**src/hw/rtl/sdsl_pkg.sv**
```systemverilog
// Shared types, codes and helpers for the sprite depth sort list.
package sdsl_pkg;

  localparam int unsigned MAX_ENTRIES_DEF = 64;
  localparam int unsigned QUEUE_DEPTH     = 2;

  typedef enum logic [1:0] {
    KIND_INSERT  = 2'd0,
    KIND_DRAIN   = 2'd1,
    KIND_DRAIN_C = 2'd2,
    KIND_FLUSH   = 2'd3
  } kind_t;

  typedef enum logic [1:0] {
    ST_INSERTED = 2'd0,
    ST_FULL     = 2'd1,
    ST_DRAWN    = 2'd2,
    ST_EMPTY    = 2'd3
  } status_t;

  typedef enum logic {
    BK_IDLE  = 1'b0,
    BK_DRAIN = 1'b1
  } bk_state_t;

  // One stored draw entry, with its precomputed bottom edge
  typedef struct packed {
    logic [15:0]        image;
    logic [7:0]         layer;
    logic signed [15:0] x;
    logic signed [15:0] y;
    logic signed [15:0] src_x;
    logic signed [15:0] src_y;
    logic [14:0]        width;
    logic [14:0]        height;
    logic signed [16:0] bottom;
  } entry_t;

  // One classified command as it travels from front to back
  typedef struct packed {
    kind_t              kind;
    entry_t             ent;
    logic signed [17:0] off_x;
    logic signed [17:0] off_y;
  } cmd_t;

  // Clamp a difference to the 17-bit signed result range
  function automatic logic signed [16:0] sat17(input logic signed [18:0] v);
    logic signed [16:0] r;
    if (v > 19'sd65535) begin
      r = 17'sd65535;
    end else if (v < -19'sd65536) begin
      r = -17'sd65536;
    end else begin
      r = v[16:0];
    end
    return r;
  endfunction

endpackage

```
**src/hw/rtl/sdsl_front.sv**
```systemverilog
// Front end: classifies input transactions and queues them for the list engine.
module sdsl_front
  import sdsl_pkg::*;
(
  input  logic               clk,
  input  logic               rst_n,
  input  logic               in_valid,
  output logic               in_ready,
  input  logic [1:0]         in_kind,
  input  logic signed [15:0] in_x_pos,
  input  logic signed [15:0] in_y_pos,
  input  logic signed [15:0] in_src_x,
  input  logic signed [15:0] in_src_y,
  input  logic [14:0]        in_width,
  input  logic [14:0]        in_height,
  input  logic [7:0]         in_layer_num,
  input  logic [15:0]        in_image_handle,
  input  logic [11:0]        window_width,
  input  logic [11:0]        window_height,
  output logic               q_valid,
  output cmd_t               q_cmd,
  input  logic               q_pop
);

  cmd_t       cmd;
  cmd_t       slot_r [QUEUE_DEPTH];
  logic       wr_ptr_r, rd_ptr_r;
  logic [1:0] cnt_r;
  logic       push;

  // Classify: bottom edge for inserts, centring offset for centred drains
  always_comb begin
    cmd.kind         = kind_t'(in_kind);
    cmd.ent.image    = in_image_handle;
    cmd.ent.layer    = in_layer_num;
    cmd.ent.x        = in_x_pos;
    cmd.ent.y        = in_y_pos;
    cmd.ent.src_x    = in_src_x;
    cmd.ent.src_y    = in_src_y;
    cmd.ent.width    = in_width;
    cmd.ent.height   = in_height;
    cmd.ent.bottom   = {in_y_pos[15], in_y_pos} + $signed({2'b00, in_height});
    if (kind_t'(in_kind) == KIND_DRAIN_C) begin
      cmd.off_x = {{2{in_x_pos[15]}}, in_x_pos} - $signed({7'd0, window_width[11:1]});
      cmd.off_y = {{2{in_y_pos[15]}}, in_y_pos} - $signed({7'd0, window_height[11:1]});
    end else begin
      cmd.off_x = '0;
      cmd.off_y = '0;
    end
  end

  assign in_ready = (cnt_r != 2'd2);
  assign push     = in_valid && in_ready;
  assign q_valid  = (cnt_r != 2'd0);
  assign q_cmd    = slot_r[rd_ptr_r];

  // Hold queued commands
  always_ff @(posedge clk) begin
    if (push) begin
      slot_r[wr_ptr_r] <= cmd;
    end
  end

  // Advance queue pointers
  always_ff @(posedge clk) begin
    if (!rst_n) begin
      wr_ptr_r <= 1'b0;
      rd_ptr_r <= 1'b0;
      cnt_r    <= 2'd0;
    end else begin
      if (push) wr_ptr_r <= ~wr_ptr_r;
      if (q_pop) rd_ptr_r <= ~rd_ptr_r;
      cnt_r <= cnt_r + {1'b0, push} - {1'b0, q_pop};
    end
  end

endmodule

```
**config.mk**
```make
export PLATFORM = sky130hd
export DESIGN_NAME = sdsl_front
export DESIGN_NICKNAME = d
export VERILOG_FILES = /design/src/hw/rtl/sdsl_pkg.sv /design/src/hw/rtl/sdsl_front.sv
export SDC_FILE = /design/constraint.sdc
export NUM_CORES = 1
export LEC_CHECK = 0
export BUFFER_PORTS_ARGS = -buffer_cell sky130_fd_sc_hd__buf_2
export CAP_MARGIN = 40
export CORE_ASPECT_RATIO = 0.5
export CORE_MARGIN = 5
export CORE_UTILIZATION = 55
export DETAILED_ROUTE_END_ITERATION = 7
export PLACE_DENSITY = 0.88
export SETUP_SLACK_MARGIN = 0.05
export SYNTH_ARGS = -nofsm -noshare
export SYNTH_HDL_FRONTEND = slang
export SYNTH_SLANG_ARGS = --single-unit
```
**constraint.sdc**
```tcl
create_clock -name clk -period 10.1 [get_ports clk]
set_clock_uncertainty 0.2 [all_clocks]
set_input_delay 0.505 -clock clk [delete_from_list [all_inputs] [get_ports clk]]
set_output_delay 0.505 -clock clk [all_outputs]
set_load 0.02 [all_outputs]
```
## After elaboration in Yosys (flattened, before gate mapping)

Memory sizes are Yosys's and may differ from the RTL's. A register that Yosys moved wholly into a read port is not among the register bits.
Index checks and enable logic that the tools add are counted.

- Memories: 1
- Word-level logic and storage cells: 20
- Memory bits (writable): 346
- Bits in registers: 4
- Output and inout bits: 175
- Input bits: 148

Memory list:

| name | depth | width | rd ports | clocked after memory_dff | wr ports | RTL line | RTL |
|---|---|---|---|---|---|---|---|
| slot_r | 2 | 173 | 1 | 1 | 1 | sdsl_front.sv:26 | `cmd_t slot_r [QUEUE_DEPTH];` |

- Bitwise gates (word level): 2
- Add/subtract/negate cells: 5
- Eq/ne operators: 2
- Reductions and logical operators: 2
- Muxes and demuxes: 5

Operator list:

| operator | count |
|---|---|
| 36-bit 2-to-1 mux | 1 |
| 16-bit by 12-bit subtractor with 17-bit output | 2 |
| 16-bit by 16-bit adder with 17-bit output | 1 |
| 1-bit 2-to-1 mux | 4 |
| 2-bit by 1-bit adder with 2-bit output | 1 |
| 2-bit == test (second input constant) | 1 |
| 2-bit inequality test (second input constant) | 1 |
| 1-bit inverter | 2 |
| 2-bit nonzero test | 1 |
| 2-bit by 1-bit subtractor with 2-bit output | 1 |
| 1-bit logical AND | 1 |

## Logic depth before layout (Yosys ltp)

- Depth after elaboration: 4
- Depth in mapped cells: 8
- Gate-level depth less buffers: 8

## Least setup slack after synthesis

No wires, ideal clock.

- Kind: register to register
- Start point: reg cnt_r[0]
- End point: mem slot_r[0][0] (netlist bit) (enable)
- Arrival: 7.827 ns
- Path slack: 1.367 ns
- Stages on the path, launching flop included: 4
- Buffers on the path: 0
- Clock period less this slack: 8.733 ns
- Path through: dfxtp_1 > nand2b_1 > nand2_1 > nor2_1

- Longest elaborated chain between the ends: 4

Ends and longest elaborated chain:

| element | RTL line | RTL |
|---|---|---|
| from (decl) | sdsl_front.sv:28 | `logic [1:0] cnt_r;` |
| from (signal assigned) | sdsl_front.sv:73 | `cnt_r <= cnt_r + {1'b0, push} - {1'b0, q_pop};` |
| 2-bit inequality test | sdsl_front.sv:52 | `assign in_ready = (cnt_r != 2'd2);` |
| named net in_ready | sdsl_front.sv:8 | `output logic in_ready,` |
| 1-bit logical AND | sdsl_front.sv:53 | `assign push = in_valid && in_ready;` |
| 1-bit 2-to-1 mux | sdsl_front.sv:59 | `if (push) begin` |
| 1-bit 2-to-1 mux (implied by the code) | sdsl_front.sv:60 | `slot_r[wr_ptr_r] <= cmd;` |
| to (decl) | sdsl_front.sv:26 |  |

The timed path passes the listed nets, and every way through them passes these cells.

==> impl_metrics.py <==
metrics = {
    "floorplan": {
        "dieWidth_um": 243,
        "die_h_um": 126,
        "ioPinCount": 323,
        "dieArea_sq_um": 30700,
        "core_sq_um": 26500,
        "initial_core_util_pct": 56.1,
        "rows": 42,
    },
    "pwr": {
        "p_clk_share_pct": 29.8,
        "switchingPower_mw": 1.11,
        "p_per_area_nw_per_um2": 205,
        "internal_power_mw": 2.80,
        "peakVddDrop_uv": 111,
        "p_leak_nw": 7.32,
        "p_seq_share_pct": 48.1,
        "p_sw_share_pct": 28.3,
        "power_frac_comb_pct": 22.2,
    },
    "routing": {
        "dr_total_vias": 9672,
        "routedWlPerCell_um": 21.2,
        "viasPerCell": 5.58,
        "drt_iter0_drc": 753,
        "drtAntennaViolNets": 0,
        "drtPass1Iterations": 5,
        "totalWireLength_um": 36700,
        "drc": 0,
    },
    "cells_and_area": {
        "drive_above_1_share_pct": 40.7,
        "syn_to_final_growth_pct": 28.0,
        "fin_area_sq_um": 19100,
        "layout.cells.non_filler": 1733,
        "fillers": 1628,
        "nNetsFinal": 1546,
        "layout.cells.most_common_list": "edfxtp_1, buf_2, mux2_2",
        "layout_commonest_cell": "edfxtp_1",
        "utilization_pct": 71.9,
    },
    "critical_path": {
        "crit_buf_inv": 2,
        "critPathMaxStageDelay_ps": 790,
        "critPathKind": "register to primary output",
        "worst-endpoint-required_ps": 9400,
        "cp.arrival_ps": 2870,
        "cp-end-kind": "primary output",
        "critPathLaunchType": "register",
        "slowest_stage": "dfxtp_4",
        "worstPathCellList": "buf_4, mux2_2, buf_2",
        "critPathMaxFanout": 66,
        "cp_top_family": "buffers and inverters",
    },
    "clock_tree": {
        "clock-sinks": 347,
        "clkLatencyLatePin_ps": 560,
        "cts_tree": "built",
        "clockBufferDepth": 3,
        "h-tree-depth": 1,
        "cts_setup_buffers": 0,
        "post_cts_resized": 0,
        "clockRootBuffer": "clkbuf_16",
        "cts_buffers": 30,
        "cts.reportedPaths.clkPinSlew_ps": 70,
    },
    "logic_synthesis": {
        "ys_warn_count": 0,
        "syn_nets": 1103,
        "synth_ff_type": "edfxtp_1",
        "ys_ff_latch": 347,
        "yosysSeqAreaShare_pct": 69.6,
        "syn_inst": 913,
        "avgSynthCellArea_sq_um": 16.3,
        "synth_async_sr_flop_share_pct": 0,
        "synth_cell_types": 54,
        "synth_area_sq_um": 14900,
        "synth_edf_count": 342,
    },
    "placement": {
        "post_dp_cell_area_sq_um": 17000,
        "dp_cells": 1565,
        "gp_congestion": 0.949,
        "place_ws_ps": 7090,
        "placement.io_buffers": 320,
        "dp_hpwl_um": 23200,
    },
    "timing": {
        "slew_viol_final": 0,
        "finalSetupViolCount": 0,
        "fin_crit_ps": 3570,
        "fin_crit_sh_pct": 35.4,
        "finalHoldViolCount": 0,
        "tightest_slew_ps": 925,
        "fmax_ghz": 0.280,
        "slew_headroom_pct": 38.4,
        "rsz0062_at_grt": "false",
        "tns_ps": 0,
        "fin_ws_ps": 6530,
    },
    "status": {
        "status": "completed",
    },
    "global_route": {
        "overflow": 0,
        "grt_pass1_wl_um": 56400,
        "grt_max_degree": 67,
        "antenna_found_initial": 2,
        "grt_usage_pct": 23.0,
        "grt_pass1_vias": 10100,
    },
    "min_path": {
        "hold_path.class": "primary input to register",
    },
    "flow_run": {
        "cap_violations": 0,
    },
}
flip-flops by register name, indices dropped and copies added (netlist names), named ones only:
register and flops:
rd_ptr_r 1, cnt_r 2, slot_r 342, wr_ptr_r 1
power by group through the flow:
stage	logic, mW	registers (mW)	clock network [mW]
floorplan	0.548	1.93	0
global placement	0.795	1.89	0
detailed placement	0.827	1.91	0
CTS	0.865	1.88	1.17
global route	0.923	1.89	1.24
finish	0.868	1.88	1.16
timing repair:
action	4_1_cts	5_1_grt
hold endpoints to repair	223	2
endpoints found under the setup margin	0	0
hold buffers	110	1
final timing paths:
| check | start | endpoint | slack (ps) | depth (start not counted) |
|---|---|---|---|---|
| hold reg to reg | rd_ptr_r$_SDFFE_PN0P_ | register | 390 | 2 |
| setup / recovery | register | q_cmd[47] | 6530 | 3 |
| setup reg to reg | cnt_r[0]$_SDFF_PN0_ | slot_r[1][41]$_DFFE_PP_ | 7180 | 6 |
| hold / removal | in_y_pos[14] | slot_r[1][129]$_DFFE_PP_ | 30 | 1 |
worst register-to-register path, cell delays in order (launching register included):
cell and delay [ps]:
dfxtp_1 350, nand2b_1 160, and3_4 550, buf_4 250, buf_16 270, buf_4 460, buf_16 300
kinds of logic after synthesis:
group / share of synthesized area, %
multiplexers: 13.9
AND/OR/NAND/NOR: 5.00
AO/OA/AOI/OAI: 5.19
adder cells (fa/ha/maj): 3.68
flip-flops: 69.6
buffers and inverters: 1.55
XOR/XNOR: 1.12
cell type report:
type / count / area [sq um] / area share [%]
flip-flops and latches: 347 / 10400 / 54.4
multi-input cells: 507 / 4310 / 22.6
repair buffers: 442 / 2850 / 14.9
clock buffers: 44 / 875 / 4.59
well taps: 352 / 440 / 2.31
clock inverters: 12 / 113 / 0.590
inverters: 28 / 105 / 0.551
diodes: 1 / 2.50 / 0.0131
synthesized netlist by cell type, types with 3 or more instances:
master | instances | area (sq um)
edfxtp_1 | 342 | 10300
mux2_2 | 171 | 1930
ha_1 | 39 | 488
nor2_1 | 34 | 128
nand2_1 | 32 | 120
inv_1 | 28 | 105
clkbuf_1 | 26 | 97.6
o21ai_0 | 24 | 120
a21oi_1 | 21 | 105
nand2b_1 | 17 | 106
o21a_1 | 15 | 113
mux2i_1 | 14 | 140
nor3_1 | 12 | 60.1
xor2_1 | 11 | 96.3
a211oi_1 | 10 | 75.1
nor2b_1 | 10 | 62.6
and2_1 | 8 | 50.1
o211ai_1 | 8 | 60.1
xnor2_1 | 8 | 70.1
or2_2 | 7 | 43.8
or3_1 | 7 | 43.8
a21o_1 | 6 | 45.0
o31a_1 | 6 | 52.6
dfxtp_1 | 5 | 100
nand3_1 | 5 | 25.0
o22ai_1 | 5 | 31.3
a31oi_1 | 4 | 25.0
fa_1 | 3 | 60.1
nor4_1 | 3 | 18.8
or4_1 | 3 | 22.5
routing by layer:
| metal | up-vias | part of all wire [%] | GRT usage (%) |
|---|---|---|---|
| li1 | 4420 | - | - |
| met1 | 4808 | 37 | 26.5 |
| met2 | 357 | 54 | 43.4 |
| met3 | 85 | 5.1 | 4.41 |
| met4 | 2 | 3.4 | 7.67 |
| met5 | - | 0.022 | 0 |
per-stage QoR:
| stage | total power [mW] | hold WS, ps |
|---|---|---|
| finish | 3.91 | 28.4 |
| global route | 4.06 | 7.95 |
| CTS | 3.92 | 2.05 |
| detailed placement | 2.73 | 361 |
| global placement | 2.69 | 357 |
| floorplan | 2.48 | 342 |
Power figures use the tool's default switching activity.
